[src/sv/vsm_pkg.sv]
package vsm_pkg;
    localparam int MaxLength = 1024;
    localparam int AccWidth = 48;
    localparam int CntWidth = $clog2(MaxLength + 1);
    localparam int RootWidth = AccWidth / 2;
    localparam int DenWidth = 2 * RootWidth;

    typedef enum logic [1:0] {
        ACT_DOT  = 2'd0,
        ACT_DIST = 2'd1,
        ACT_COS  = 2'd2,
        ACT_NORM = 2'd3
    } t_action;

    typedef struct packed {
        logic [1:0]                 action;
        logic signed [AccWidth-1:0] sp;
        logic signed [AccWidth-1:0] sa;
        logic signed [AccWidth-1:0] sb;
        logic signed [AccWidth-1:0] sd;
    } t_job;
endpackage

[src/sv/vsm_front.sv]
module vsm_front (
    input  logic           i_clk,
    input  logic           i_rst_n,
    input  logic           i_push,
    output logic           o_full,
    input  logic [1:0]     i_action,
    input  logic signed [15:0] i_a_elem,
    input  logic signed [15:0] i_b_elem,
    input  logic           i_last,
    output logic           o_job_valid,
    output vsm_pkg::t_job  o_job,
    input  logic           i_job_ready
);
    import vsm_pkg::*;

    localparam logic signed [AccWidth-1:0] AccMax = {1'b0, {(AccWidth-1){1'b1}}};
    localparam logic signed [AccWidth-1:0] AccMin = {1'b1, {(AccWidth-1){1'b0}}};

    // stage 1 registers the products, stage 2 accumulates
    logic                       r_v1, r_last1, r_acc1;
    logic [1:0]                 r_act1;
    logic signed [33:0]         r_pab, r_paa, r_pbb, r_pdd;
    logic signed [AccWidth-1:0] r_sp, r_sa, r_sb, r_sd;
    logic signed [AccWidth-1:0] n_sp, n_sa, n_sb, n_sd;
    logic [CntWidth-1:0]        r_cnt;
    logic                       r_jv;
    t_job                       r_job;
    logic signed [16:0]         w_d;
    logic                       w_take;

    function automatic logic signed [AccWidth-1:0] sat_add(
        input logic signed [AccWidth-1:0] acc, input logic signed [33:0] x);
        logic signed [AccWidth:0] s;
        begin
            s = (AccWidth+1)'(acc) + (AccWidth+1)'(x);
            if (s[AccWidth] != s[AccWidth-1]) begin
                sat_add = s[AccWidth] ? AccMin : AccMax;
            end else begin
                sat_add = s[AccWidth-1:0];
            end
        end
    endfunction

    // stall the input while a finished vector is still held and another last pair waits in stage 1
    assign o_full = r_jv && r_v1 && r_last1;
    assign w_take = i_push && !o_full;
    assign w_d = {i_a_elem[15], i_a_elem} - {i_b_elem[15], i_b_elem};

    always_comb begin
        n_sp = r_sp;
        n_sa = r_sa;
        n_sb = r_sb;
        n_sd = r_sd;
        if (r_v1 && r_acc1) begin
            n_sp = sat_add(r_sp, r_pab);
            n_sa = sat_add(r_sa, r_paa);
            n_sb = sat_add(r_sb, r_pbb);
            n_sd = sat_add(r_sd, r_pdd);
        end
    end

    assign o_job_valid = r_jv;
    assign o_job = r_job;

    always_ff @(posedge i_clk) begin
        if (!i_rst_n) begin
            r_v1 <= 1'b0;
            r_jv <= 1'b0;
            r_cnt <= '0;
            r_sp <= '0;
            r_sa <= '0;
            r_sb <= '0;
            r_sd <= '0;
        end else begin
            if (r_jv && i_job_ready) begin
                r_jv <= 1'b0;
            end
            if (!o_full) begin
                r_v1 <= w_take;
                if (w_take) begin
                    r_last1 <= i_last;
                    r_act1 <= i_action;
                    r_acc1 <= (r_cnt < CntWidth'(MaxLength));
                    r_pab <= 34'(i_a_elem * i_b_elem);
                    r_paa <= 34'(i_a_elem * i_a_elem);
                    r_pbb <= 34'(i_b_elem * i_b_elem);
                    r_pdd <= 34'(w_d * w_d);
                    if (i_last) begin
                        r_cnt <= '0;
                    end else if (r_cnt < CntWidth'(MaxLength)) begin
                        r_cnt <= r_cnt + 1'b1;
                    end
                end
                if (r_v1 && r_last1) begin
                    r_jv <= 1'b1;
                    r_job <= '{action: r_act1, sp: n_sp, sa: n_sa, sb: n_sb, sd: n_sd};
                    r_sp <= '0;
                    r_sa <= '0;
                    r_sb <= '0;
                    r_sd <= '0;
                end else begin
                    r_sp <= n_sp;
                    r_sa <= n_sa;
                    r_sb <= n_sb;
                    r_sd <= n_sd;
                end
            end
        end
    end

`ifndef SYNTHESIS
    a_full_needs_job: assert property (@(posedge i_clk) disable iff (!i_rst_n)
        o_full |-> r_jv) else $error("full without held job");
    a_job_holds: assert property (@(posedge i_clk) disable iff (!i_rst_n)
        r_jv && !i_job_ready |=> r_jv && $stable(r_job)) else $error("job lost");
    a_clear: assert property (@(posedge i_clk) disable iff (!i_rst_n)
        r_v1 && r_last1 && !o_full |=> r_sp == '0 && r_sd == '0)
        else $error("sums not cleared");
`endif
endmodule

[config.mk]
export PLATFORM = sky130hd
export DESIGN_NAME = vsm_front
export DESIGN_NICKNAME = d
export VERILOG_FILES = /design/src/sv/vsm_pkg.sv /design/src/sv/vsm_front.sv
export SDC_FILE = /design/constraint.sdc
export NUM_CORES = 2
export LEC_CHECK = 0
export BUFFER_PORTS_ARGS = -buffer_cell sky130_fd_sc_hd__buf_4
export CORE_UTILIZATION = 50
export CTS_CLUSTER_DIAMETER = 30
export DETAILED_ROUTE_END_ITERATION = 12
export PLACE_DENSITY = 0.66
export SYNTH_ARGS = -nofsm -noshare
export SYNTH_HDL_FRONTEND = slang
export SYNTH_SLANG_ARGS = --single-unit
[constraint.sdc]
create_clock -name i_clk -period 12.21 [get_ports i_clk]
set_clock_uncertainty 0.1 [all_clocks]
set_input_delay 1.221 -clock i_clk [delete_from_list [all_inputs] [get_ports i_clk]]
set_output_delay 1.221 -clock i_clk [all_outputs]
set_load 0.01 [all_outputs]
== Word level (Yosys, flattened, before mapping) ==
Index checks and enable logic that the tools add are counted.
Storage, ports and cells
  register bits after elaboration: 533
  bits in latches: 0
  bits in writable memories: 0
  ROM bits: 0
  output and inout port bits: 196
  word-level logic and storage cells: 67
  memories: 0
Cells by class
  add/sub/neg operators: 6
  $mul: 4
  div/mod/pow operators: 0
  $lt $le $gt $ge: 1
  equal/unequal tests: 4
  shifts and indexed selects: 0
  mux-type cells: 21
  bitwise operators: 1
  reduce and logical (&&, ||, !) cells: 11
Operators with widths (count)
  $mux 48: 16
  $add 48x32->49: 3
  $mul 16x16->32: 3
  $add 48x34->49: 1
  $mul 17x17->34: 1
  $mux 11: 2
  $sub 16x16->17: 1
  $add 11x1->11 const B: 1
  $lt 11x11->1 const B: 1
  $reduce_and 3->1: 3
  $logic_and 1x1->1: 6
  $ne 1x1->1: 4
  $mux 1: 3
  $reduce_bool 2->1: 1
  $logic_not 1->1: 1
  $not 1->1: 1

== Longest topological paths before layout ==
  depth in word-level cells: 5
  depth in mapped cells: 40

== Least setup slack after synthesis ==
Ideal clock, no wire load.
  kind: input to register
  start point: input port i_a_elem[1]
  end point: register r_pdd[33], data pin
  arrival: 9364 ps
  required time: 11850 ps
  setup slack: 2486 ps
  cell stages on the path: 39
  path buffers: 3
  cell sequence: clkbuf_1 -> clkinv_1 -> buf_1 -> fa_1 -> nor2b_1 -> o21ai_0 -> a21boi_0 -> o21ai_0 -> a21oi_1 -> a211oi_1 -> o31ai_1 -> a21oi_1 -> nand2b_1 -> a21o_1 -> inv_1 -> clkbuf_1 -> nor2_1 -> fa_1 -> [... 3 more ...] -> fa_1 -> fa_1 -> fa_1 -> inv_1 -> fa_1 -> inv_1 -> ha_1 -> a21oi_1 -> nor2b_1 -> nor2_1 -> nand2_1 -> o21ai_0 -> a21oi_1 -> a221o_1 -> nor3_1 -> o21bai_1 -> a21oi_1 -> xnor2_1
Between the ends
  longest elaborated chain between the ends: 2
Ends and longest elaborated chain
  start, declared: RTL line vsm_front.sv:7  | input logic signed [15:0] i_a_elem,
  $sub 16x16->17: RTL line vsm_front.sv:47  | assign w_d = {i_a_elem[15], i_a_elem} - {i_b_elem[15], i_b_elem};
  $mul 17x17->34: RTL line vsm_front.sv:87  | r_pdd <= 34'(w_d * w_d);
  end signal, assigned: RTL line vsm_front.sv:87
  end, declared: RTL line vsm_front.sv:22  | logic signed [33:0] r_pab, r_paa, r_pbb, r_pdd;
Every way passes these cells.
A chain may end at the register's enable or synchronous reset.

== Final worst setup path ==
  start point: input port i_b_elem[1]
  end point: register r_pdd[33], data pin
Between the ends
  longest elaborated chain between the ends: 2
Ends and longest elaborated chain
  start, declared: RTL line vsm_front.sv:8  | input logic signed [15:0] i_b_elem,
  $sub 16x16->17: RTL line vsm_front.sv:47
  $mul 17x17->34: RTL line vsm_front.sv:87
Every way passes these cells.

==> run summary <==
Status: finished, final reports clean
Cells after Synth: 7414
Post-route worst setup slack: 1839 ps
Seq/Total Area, Yosys: 20.40%
Synth top area share: 29.89%
Global-route wire length before repair: 291100 um
Post-Place Setup Slack: 1234 ps
Wire per inst: 19.47 um
CTS Buf Count: 111
DRC Markers: 0
Max_slew headroom: 17.40%
Post-layout min period: 10370 ps
Ys flop type: edfxtp_1
Post-DP HPWL: 141100 um
GPL Wtd Cong: 0.9426
Syn Area/Cell: 9.168 um2
Vias: 52490
Post-CTS resize count: 0
FF+latch count, synth: 530
Num rows: 134
Synth Warn #: 0
Startpoint type of the worst setup path: input port
Via-to-Cell Ratio: 5.588
Final core utilization: 55.98%
Gr ovfl total: 0
Hold Fails Final Rpt: 0
I/O Pins: 235
Number of global-route vias before repair: 53370
Final slew viol count: 0
Setup crit end kind: flop
Layout cell share with drive strength beyond 1: 7.726%
First-pass DRT Iterations: 6
Total GRT Usage: 26.95%
FFs w/ async S/R, synth: 0%
Critical path data arrival time: 10710 ps
Area grow syn2layout: 10.47%
Post-synth cell types: 99
Cts hold-fix bufs: 0
Core area: 134100 um2
Setup Buffers After CTS: 0
Synth area leader: fa_1
1st-iter DRT viols: 3889
CTS root buf: clkbuf_16
Port buffer count: 234
Worst EP required: 12550 ps
Routed Wire Length: 182900 um
Final setup viols: 0
CTS clk-pin slew, worst paths: 50 ps
Post-synth EDFFs: 325
Layout Nets: 9132
Worst skew pair latency: 710 ps
Net count after synthesis: 9020
Dpl cell area: 71240 um2
Setup_tns: 0 ps
Most numerous cell in the Yosys netlist: inv_1
Worst-path fanout max: 23
Final period util: 84.94%
Pin count of the biggest net entering global routing: 91
Unrepaired setup endpoints after global routing: no
Critical Setup Path Class: in -> reg
Initial Util: 50.68%
Die area: 137400 um2
Initial antenna violation count: 15
Area contributors post-synth: fa_1 30%, edfxtp_1 14%, ha_1 10%, inv_1 7.1%, dfxtp_1 6.0%
Die Wd: 370.7 um
Top cell by count, worst path: fa_1
Die height: 370.7 um
Cell Area, Synth: 67970 um2
Max Cap Viol: 0
CTS Sinks: 530
Fill cell count: 12050
Slowest library cell on the worst path: fa_1
Clk buf depth: 3
TritonCTS clock tree: built
Max Fclk: 96.42 MHz
Min-Delay Path Class: reg -> reg
Crit-path max cell delay: 490 ps
Most frequent cells after synthesis: 1293 x inv_1, 1015 x fa_1, 878 x nand2_1
Finished Cell Area: 75090 um2
Worst-Margin Slew: 1239 ps
ANT nets after route: 0
CTS H-Tree Depth: 3
state kept, by name, summed over array words and instances, names as in the netlist:
signal / cells
r_pab: 32
r_pbb: 31
r_pdd: 33
r_sa: 48
r_acc1: 1
r_paa: 31
r_last1: 1
r_v1: 1
o_job_valid: 1
r_cnt: 11
r_sd: 48
r_sp: 48
o_job: 194
r_sb: 48
r_act1: 2
logic make-up after synthesis:
kind of cell	share of synthesized area [%]
multiplexers	0.2632
AND/OR/NAND/NOR	12.28
AO/OA/AOI/OAI	13.39
buffers and inverters	8.907
XOR/XNOR	4.263
flip-flops	20.40
adder cells (fa/ha/maj)	40.50
worst max-delay path: cells and delay by family:
family | cells | cell delay (ps)
AOI/OAI and AO/OA | 15 | 3120
xor gates and xnor gates | 1 | 90
adders and majority gates | 8 | 3580
buffers and inverters | 7 | 1290
muxes | 1 | 350
and+or+nand+nor | 5 | 1060
stage by stage:
step | std cells | hold WS (ps)
detailed placement | 9181 | 316.4
finish | 9394 | 322.3
global placement | 9181 | 301.3
global route | 9392 | 332.7
CTS | 9392 | 328.7
floorplan | 7414 | 300.3
cell type report:
| class | instances | area [um2] | area share, % |
|---|---|---|---|
| inverters | 1302 | 4887 | 6.509 |
| well taps | 1768 | 2212 | 2.946 |
| diodes | 2 | 5.005 | 0.006665 |
| flip-flops and latches | 530 | 13860 | 18.46 |
| clock buffers | 119 | 2870 | 3.822 |
| multi-input cells | 5291 | 48100 | 64.06 |
| clock inverters | 92 | 969.7 | 1.291 |
| repair buffers | 290 | 2177 | 2.899 |
layer usage:
metal  track usage [%]  vias to the layer above  wire, um
met4             6.276                       14      3611
met1             38.93                    26170     82020
li1                  -                    24320         -
met2             42.16                     1761     82040
met5                 0                        -        88
met3             4.636                      233     15160
cells in the final DEF, fill, tap and decap left out, types with 16 or more instances in the layout:
cell type / count
a211oi_1: 26
a21boi_0: 16
a21o_1: 144
a21oi_1: 370
a221o_1: 16
a22o_1: 77
a31oi_1: 39
and2_1: 121
and3_1: 33
buf_4: 290
clkbuf_16: 113
clkinv_4: 17
dfxtp_1: 205
edfxtp_1: 325
fa_1: 1015
ha_1: 552
inv_1: 1293
inv_6: 21
maj3_1: 20
nand2_1: 876
nand2b_1: 51
nand3_1: 73
nand4_1: 51
nor2_1: 510
nor2b_1: 45
nor3_1: 48
o211ai_1: 23
o21a_1: 51
o21ai_0: 403
o21ai_1: 78
o21bai_1: 47
o31ai_1: 22
or2_2: 17
or3_1: 25
xnor2_1: 215
xor2_1: 114
path summary, 6_finish.rpt:
check	start	to	slack (ps)	cells after the start
worst max-delay path	i_b_elem[1]	r_pdd[33]$_DFFE_PP_	1840	37
worst min-delay path	r_act1[1]$_DFFE_PP_	o_job[193]$_DFFE_PP_	320	0
worst max register to register	r_sa[0]$_SDFFE_PN0N_	r_sa[37]$_SDFFE_PN0N_	6820	13
worst min register to register	r_act1[1]$_DFFE_PP_	o_job[193]$_DFFE_PP_	320	0
Power is left out: the tool's default activity adds up to more than one toggle a clock period on the data nets, which glitch-free logic cannot reach.
