### src/sv/vsm_pkg.sv
package vsm_pkg;
    localparam int MaxLength = 1024;
    localparam int AccWidth = 48;
    localparam int CntWidth = $clog2(MaxLength + 1);
    localparam int RootWidth = AccWidth / 2;
    localparam int DenWidth = 2 * RootWidth;

    typedef enum logic [1:0] {
        ACT_DOT  = 2'd0,
        ACT_DIST = 2'd1,
        ACT_COS  = 2'd2,
        ACT_NORM = 2'd3
    } t_action;

    typedef struct packed {
        logic [1:0]                 action;
        logic signed [AccWidth-1:0] sp;
        logic signed [AccWidth-1:0] sa;
        logic signed [AccWidth-1:0] sb;
        logic signed [AccWidth-1:0] sd;
    } t_job;
endpackage

### src/sv/vsm_back.sv
module vsm_back (
    input  logic                 i_clk,
    input  logic                 i_rst_n,
    input  logic                 i_job_valid,
    input  vsm_pkg::t_job        i_job,
    output logic                 o_job_ready,
    output logic                 o_res_valid,
    output logic signed [47:0]   o_result,
    output logic [1:0]           o_metric,
    output logic                 o_zero_norm,
    input  logic                 i_res_ready
);
    import vsm_pkg::*;

    typedef enum logic [2:0] {
        S_IDLE, S_SQA, S_SQB, S_MUL, S_DIV, S_DONE
    } t_state;

    t_state                     r_state;
    t_job                       r_job;
    logic [AccWidth-1:0]        r_rem;
    logic [RootWidth-1:0]       r_root;
    logic [5:0]                 r_step;
    logic [RootWidth-1:0]       r_na;
    logic [DenWidth-1:0]        r_den;
    logic [DenWidth:0]          r_drem;
    logic [15:0]                r_q;
    logic                       r_neg;
    logic                       r_ov;
    logic signed [47:0]         r_result;
    logic [1:0]                 r_metric;
    logic                       r_zn;
    logic                       r_rv;

    logic [AccWidth-1:0]        w_mag;
    logic [RootWidth+1:0]       w_trial;
    logic [DenWidth+1:0]        w_d2;

    assign w_mag = r_job.sp[AccWidth-1] ? AccWidth'(-r_job.sp) : AccWidth'(r_job.sp);
    // one result bit per step, restoring square root
    assign w_trial = {r_root, 2'b01};
    assign w_d2 = {r_drem, 1'b0};

    assign o_job_ready = (r_state == S_IDLE);
    assign o_res_valid = r_rv;
    assign o_result = r_result;
    assign o_metric = r_metric;
    assign o_zero_norm = r_zn;

    logic [RootWidth+1:0] r_part;

    always_ff @(posedge i_clk) begin
        if (!i_rst_n) begin
            r_state <= S_IDLE;
            r_rv <= 1'b0;
        end else begin
            if (r_rv && i_res_ready) begin
                r_rv <= 1'b0;
            end
            case (r_state)
                S_IDLE: begin
                    if (i_job_valid) begin
                        r_job <= i_job;
                        r_state <= S_SQA;
                        r_rem <= (i_job.action == ACT_DIST) ? AccWidth'(i_job.sd)
                                                            : AccWidth'(i_job.sa);
                        r_part <= '0;
                        r_root <= '0;
                        r_step <= '0;
                    end
                end
                S_SQA, S_SQB: begin
                    if (w_trial <= {r_part[RootWidth-1:0], r_rem[AccWidth-1:AccWidth-2]}) begin
                        r_part <= {r_part[RootWidth-1:0], r_rem[AccWidth-1:AccWidth-2]} - w_trial;
                        r_root <= {r_root[RootWidth-2:0], 1'b1};
                    end else begin
                        r_part <= {r_part[RootWidth-1:0], r_rem[AccWidth-1:AccWidth-2]};
                        r_root <= {r_root[RootWidth-2:0], 1'b0};
                    end
                    r_rem <= {r_rem[AccWidth-3:0], 2'b00};
                    r_step <= r_step + 1'b1;
                    if (r_step == 6'(RootWidth - 1)) begin
                        r_step <= '0;
                        if (r_state == S_SQA && r_job.action == ACT_COS) begin
                            r_na <= (w_trial <= {r_part[RootWidth-1:0],
                                      r_rem[AccWidth-1:AccWidth-2]})
                                    ? {r_root[RootWidth-2:0], 1'b1}
                                    : {r_root[RootWidth-2:0], 1'b0};
                            r_rem <= AccWidth'(r_job.sb);
                            r_part <= '0;
                            r_root <= '0;
                            r_state <= S_SQB;
                        end else if (r_state == S_SQB) begin
                            r_state <= S_MUL;
                            r_root <= (w_trial <= {r_part[RootWidth-1:0],
                                       r_rem[AccWidth-1:AccWidth-2]})
                                      ? {r_root[RootWidth-2:0], 1'b1}
                                      : {r_root[RootWidth-2:0], 1'b0};
                        end else begin
                            r_state <= S_DONE;
                            r_root <= (w_trial <= {r_part[RootWidth-1:0],
                                       r_rem[AccWidth-1:AccWidth-2]})
                                      ? {r_root[RootWidth-2:0], 1'b1}
                                      : {r_root[RootWidth-2:0], 1'b0};
                        end
                    end
                end
                S_MUL: begin
                    r_den <= r_na * r_root;
                    r_neg <= r_job.sp[AccWidth-1];
                    r_step <= '0;
                    r_q <= '0;
                    r_state <= S_DIV;
                    r_ov <= 1'b0;
                end
                S_DIV: begin
                    // step 0 checks for a zero divisor and for num >= den (overflow), then 15 fraction bits
                    r_step <= r_step + 1'b1;
                    if (r_step == '0) begin
                        if (r_den == '0) begin
                            r_state <= S_DONE;
                        end else if (w_mag >= r_den) begin
                            r_ov <= 1'b1;
                            r_state <= S_DONE;
                        end else begin
                            r_drem <= {1'b0, w_mag};
                        end
                    end else begin
                        if (w_d2 >= {2'b00, r_den}) begin
                            r_drem <= (DenWidth+1)'(w_d2 - {2'b00, r_den});
                            r_q <= {r_q[14:0], 1'b1};
                        end else begin
                            r_drem <= (DenWidth+1)'(w_d2);
                            r_q <= {r_q[14:0], 1'b0};
                        end
                        if (r_step == 6'd15) begin
                            r_state <= S_DONE;
                        end
                    end
                end
                S_DONE: begin
                    if (!r_rv) begin
                        r_rv <= 1'b1;
                        r_metric <= r_job.action;
                        r_zn <= 1'b0;
                        case (t_action'(r_job.action))
                            ACT_DOT: r_result <= 48'(r_job.sp);
                            ACT_DIST, ACT_NORM: r_result <= 48'(r_root);
                            ACT_COS: begin
                                if (r_den == '0) begin
                                    r_result <= '0;
                                    r_zn <= 1'b1;
                                end else if (r_ov) begin
                                    r_result <= r_neg ? -48'sd32768 : 48'sd32767;
                                end else begin
                                    r_result <= r_neg ? -48'($signed({1'b0, r_q}))
                                                      : 48'($signed({1'b0, r_q}));
                                end
                            end
                            default: r_result <= '0;
                        endcase
                        r_state <= S_IDLE;
                    end
                end
                default: r_state <= S_IDLE;
            endcase
        end
    end

`ifndef SYNTHESIS
    a_res_holds: assert property (@(posedge i_clk) disable iff (!i_rst_n)
        r_rv && !i_res_ready |=> r_rv && $stable(r_result)) else $error("result lost");
    a_zn_cos: assert property (@(posedge i_clk) disable iff (!i_rst_n)
        r_rv && r_zn |-> r_metric == ACT_COS) else $error("zero_norm off cosine");
    a_zn_val: assert property (@(posedge i_clk) disable iff (!i_rst_n)
        r_rv && r_zn |-> r_result == '0) else $error("zero_norm with value");
`endif
endmodule

### config.mk
export PLATFORM = sky130hd
export DESIGN_NAME = vsm_back
export DESIGN_NICKNAME = d
export VERILOG_FILES = /design/src/sv/vsm_pkg.sv /design/src/sv/vsm_back.sv
export SDC_FILE = /design/constraint.sdc
export NUM_CORES = 2
export LEC_CHECK = 0
export ABC_AREA = 1
export BUFFER_PORTS_ARGS = -buffer_cell sky130_fd_sc_hd__buf_2
export CORE_AREA = 2 2 361 273
export DETAILED_ROUTE_END_ITERATION = 7
export DIE_AREA = 0 0 363 275
export PLACE_DENSITY = 0.76
export SLEW_MARGIN = 20
export SYNTH_ARGS = -nofsm -noshare
export SYNTH_HDL_FRONTEND = slang
export SYNTH_SLANG_ARGS = --single-unit
### constraint.sdc
create_clock -name i_clk -period 10.2 [get_ports i_clk]
set_input_delay 0.51 -clock i_clk [delete_from_list [all_inputs] [get_ports i_clk]]
set_output_delay 0.51 -clock i_clk [all_outputs]
set_load 0.02 [all_outputs]
# --- Yosys cells after proc, flatten, opt, wreduce, memory -nomap -nowiden ---
# Cells that the tools add are included.
# W data, S select, Z words.
totals:
  regBits: 394
  in_bits: 198
op_classes:
  add_sub_neg: 5
  mul: 1
  magnitude_cmp: 3
  n_eq_ne: 22
  muxes: 49
  bitwise_logic: 1
  reduce_logical: 21
ops:
  columns: ["op", "count"]
  rows:
  - ["$mux W48", 9]
  - ["$mux W49", 4]
  - ["$mux W24", 7]
  - ["$pmux W48 S3", 1]
  - ["$pmux W24 S2", 2]
  - ["$pmux W48 S2", 1]
  - ["$ge A50 B48 Y1", 1]
  - ["$sub A49 B48 Y49", 1]
  - ["$ge A48 B48 Y1", 1]
  - ["$logic_not A48 Y1", 1]
  - ["$mul A24 B24 Y48", 1]
  - ["$neg A16 Y48", 1]
  - ["$neg A48 Y48", 1]
  - ["$pmux W16 S2", 1]
  - ["$mux W3", 9]
  - ["$le A26 B26 Y1", 1]
  - ["$pmux W6 S4", 1]
  - ["$sub A24 B24 Y24", 1]
  - ["$ne A2 B2 Y1 const B", 9]
  - ["$mux W16", 1]
  - ["$pmux W3 S5", 1]
  - ["$reduce_and A3 Y1", 5]
  - ["$mux W6", 2]
  - ["$reduce_and A5 Y1", 2]
  - ["22 further kinds", 38]

# --- Logic depth before layout (Yosys ltp) ---
depth:
  ltp_word: 7
  ltp_mapped: 31
  mapped_depth_nobuf: 29

# --- Worst setup path after synthesis ---
# Ideal clock, no wire load.
synth_timing:
  path_type: "reg-to-reg"
  startpoint: "reg r_root[5]"
  endpoint: "reg r_den[38], data pin"
  arrival_ns: 6.080
  required_time_ns: 9.940
  slack_ns: 3.860
  stages_incl_launch_ff: 32
  n_path_buf: 2
  cell_sequence: "edfxtp_1 clkbuf_1 clkbuf_1 nand2_1 fa_1 inv_1 fa_1 inv_1 fa_1 inv_1 fa_1 inv_1 fa_1 inv_1 fa_1 inv_1 fa_1 inv_1 ha_1 nand2_1 nor2_1 inv_1 nor2_1 inv_1 nor2_1 nand2_1 nand3_1 nand2_1 nand2_1 nand2_1 nand2_1 xor2_1"
synth_between:
  elab_chain_len: 1
synth_lines:
  columns: ["item", "line_no", "rtl"]
  rows:
  - ["from (decl)", "vsm_back.sv:22", "logic [RootWidth-1:0] r_root;"]
  - ["from (signal assigned)", "vsm_back.sv:75", "r_root <= {r_root[RootWidth-2:0], 1'b1};"]
  - ["from (signal assigned)", "vsm_back.sv:78", "r_root <= {r_root[RootWidth-2:0], 1'b0};"]
  - ["from (signal assigned)", "vsm_back.sv:95", "r_root <= (w_trial <= {r_part[RootWidth-1:0],"]
  - ["$mul A24 B24 Y48", "vsm_back.sv:109", "r_den <= r_na * r_root;"]
  - ["to (signal assigned)", "vsm_back.sv:109", null]
  - ["to (decl)", "vsm_back.sv:25", "logic [DenWidth-1:0] r_den;"]
# Every way passes these cells.
# A chain may end at the register's enable or synchronous reset.

# --- Worst setup path in the final report ---
layout_timing:
  startpoint: "reg r_na[5]"
  endpoint: "reg r_den[42], data pin"
layout_between:
  elab_chain_len: 1
layout_lines:
  columns: ["item", "line_no", "rtl"]
  rows:
  - ["from (decl)", "vsm_back.sv:24", "logic [RootWidth-1:0] r_na;"]
  - ["from (signal assigned)", "vsm_back.sv:85", "r_na <= (w_trial <= {r_part[RootWidth-1:0],"]
  - ["$mul A24 B24 Y48", "vsm_back.sv:109", null]
# Every way passes these cells.

==> results by group <==
Yosys
  – Synth top area cells: edfxtp_1 26%, fa_1 21%, nand2_1 12%
  – Post-synth top cells: 1527 x nand2_1, 1380 x inv_1, 483 x fa_1
  – Yosys reg bits: about 400
  – Cell area after technology mapping: 45900 µm²
  – Top-count cell post-synth: nand2_1
  – Ys async rst share: 0%
  – Synth top area share: ~26%
  – EDFF count, synth: between 300 and 400
  – Sequential share of the synthesized area: about a quarter
  – Cell variety after synth: 56
  – Largest area contributor in the netlist: edfxtp_1
  – Ys Warns: 0
  – Syn nets: between 6k and 7k
  – Syn avg cell area: 7.84 µm²
  – Top FF cell, synth: edfxtp_1
  – Syn Inst Count: approximately 6k

CTS
  – Hold Buf Count CTS: 0
  – CTS tree: built
  – CTS root buffer: clkbuf_16
  – H-tree depth: 2
  – Inserted Clock Buffers: 42
  – Sink Count: 394
  – Post-CTS Repair Setup Buffers: 0
  – Clk_lat worst skew: ~0.6 ns
  – CTS clk-pin slew, worst paths: roughly 0.070 ns
  – Post-CTS Resized: 0
  – Clock Path Buffers: 3

Setup path
  – CP max stage cell: edfxtp_1
  – Crit Path Max Fanout: 24
  – Critical path capture point type: register
  – Critical path class: reg2reg
  – Crit start category: register
  – WP data arrival: ~7.6 ns
  – R2r worst-path depth: 20
  – Most frequent CP cell: fa_1
  – Worst path required time: roughly 11 ns
  – CP peak stage delay: between 1 and 1.5 ns
  – Crit path cell chain: nand2_1 -> fa_1 -> inv_1 -> fa_1 -> fa_1 -> fa_1 -> fa_1 -> fa_1 -> inv_1 -> fa_1 -> inv_1 -> ha_1 -> nand2_1 -> inv_1 -> a21oi_1 -> a21boi_0 -> nand2_1 -> nand2_1 -> nand3_1 -> xor2_1

Global routing
  – Gr usage total: between 20 and 30%
  – Initial antenna violation count: 4
  – Vias in the first global route: around 39k
  – First-pass GRT wire length: between 200000 and 250000 µm
  – Total congestion overflow: 0
  – Largest net degree at the start of global routing: 65

Hold path
  – Worst min path class: in2reg
  – Cells on Worst Hold Path: 1

Layout
  – Fin nets: 7003
  – Layout cell share with drive strength beyond 1: around 8.3%
  – Final core occ: a little over 50%
  – Post-layout instance area: 49900 µm²
  – Synthesis-to-layout area growth: 8.70%
  – Fillers: around 9k
  – Register Area: around 12000 µm²
  – Area of the multi-input gates: around 28000 µm²

Routing
  – DR vias: approximately 40k
  – Wire per inst: about 20 µm
  – Initial DRT Pass Iterations: 6
  – Drt drc: 0
  – Routed WL: 145000 µm
  – Final ANT Viol Nets: 0
  – Initial DRC count: 4400
  – Via-per-instance ratio: ~5.5

Timing
  – Achievable Freq: between 0.1 and 0.15 GHz
  – Fin crit share: between 70 and 80%
  – Least-Margin Pin Slew: between 1 and 1.5 ns
  – Final count of hold timing violations: 0
  – Unrepaired setup endpoints after global routing: no
  – Worst clock skew: 0.0300 ns
  – Minimum clock period after layout: 7.29 ns
  – Slew headroom: between 20% and 30%
  – Pins Over Slew Limit: 0
  – Final setup viols: 0
  – Setup TNS: 0 ns

Floorplan
  – Io pins: ~250
  – Total core area: roughly 96000 µm²
  – Die ar.: 99800 µm²
  – Die width: between 300 and 400 µm
  – Initial cell density of the core: between 40% and 50%
  – Die Ht: ~280 µm
  – Cell Rows: between 90 and 100

Run status
  – Status: finished clean

Placement
  – Placer Congestion: ~1.0
  – DP Area: a little under 50000 µm²
  – Port bufs: 250
  – HPWL Detailed: between 100000 and 150000 µm

Flow run
  – # Max-Cap Violations: 0
==> metal layers <==
layer  vias to the layer above  share of wire (%)  track usage [%]
met5                         -              0.014                0
li1                      18300                  -                -
met3                       232                 12             5.47
met1                     19200                 43             43.3
met4                         4                2.7             7.61
met2                      2193                 42             43.0
==> kinds of logic (layout without fill, tap and decap cells) <==
family	Yosys count	count (layout)	synth area share, %
adder cells (fa/ha/maj)	804	804	29.8
flip-flops	394	394	25.7
XOR/XNOR	130	130	2.48
AND/OR/NAND/NOR	2374	2374	21.6
AO/OA/AOI/OAI	533	533	6.85
buffers and inverters	1619	1800	13.5
other	0	3	0
==> stage by stage <==
step,cells,setup WS [ns],hold slack (ns)
after floorplan,5854,3.86,0.421
after global placement,7218,2.94,0.475
final,7300,2.91,0.0766
after detailed placement,7218,2.97,0.494
after CTS,7296,2.93,0.0558
after global routing,7298,2.53,0.0599
==> layout by cell type (no fill, tap or decap), types with 5 or more instances in the layout <==
cell type  instances
a22oi_1           11
nand3_1          233
nand3b_1          12
inv_1           1379
nor2_4             7
nor4_1            12
o21bai_1          15
buf_4             70
edfxtp_1         390
clkbuf_16         43
a31oi_1           14
nand2_1         1526
inv_2             18
o21ai_1            8
a21oi_1          244
xnor2_1           47
buf_2            250
nand3_2            7
a21o_1             8
fa_1             483
a21boi_0           8
nand4_1          100
nor3_1            34
xor2_1            83
o21ai_2           13
clkinv_1           5
nor3_4             6
and2_1             6
a32oi_1           46
ha_1             321
bufinv_16          7
o221ai_1          10
nor2_1           377
o21a_1             7
o21ai_0          130
nand2_2           20
clkinv_2          13
nor2_2            13
==> critical path, delay by kind of cell (launching register included) <==
family	cells	cell delay, ns
compound gates	2	0.71
xor+xnor	1	0.16
fa+ha+maj	8	4.13
buf+inv	4	0.19
flops	1	1.08
simple gates	5	0.73
==> registers in the layout, summed over array words and instances, names as in the netlist, 2 cells and up <==
name / count
r_root: 24
r_state: 3
r_q: 16
o_metric: 2
r_part: 24
o_result: 48
r_na: 24
r_drem: 49
r_job: 98
r_den: 48
r_step: 6
r_rem: 48
==> worst paths after layout <==
| check | to | slack [ns] | from |
|---|---|---|---|
| max | r_den[42] | 2.91 | r_na[5] |
| min | r_job[86] | 0.08 | i_job[86] |
| max reg2reg | r_den[42] | 2.91 | r_na[5] |
| min reg2reg | o_res_valid | 0.49 | o_res_valid |
==> cell type report <==
| cell class | count | share of cell area [%] |
|---|---|---|
| flip-flops and latches | 394 | 23.6 |
| repair buffers | 321 | 3.60 |
| well taps | 1262 | 3.16 |
| inverters | 1401 | 10.5 |
| clock buffers | 49 | 2.24 |
| diodes | 3 | 0.0150 |
| clock inverters | 29 | 0.775 |
| multi-input cells | 3841 | 56.0 |
Power is not shown: default switching activity piles up to over one toggle a cycle in this logic, so the estimate is an artifact.
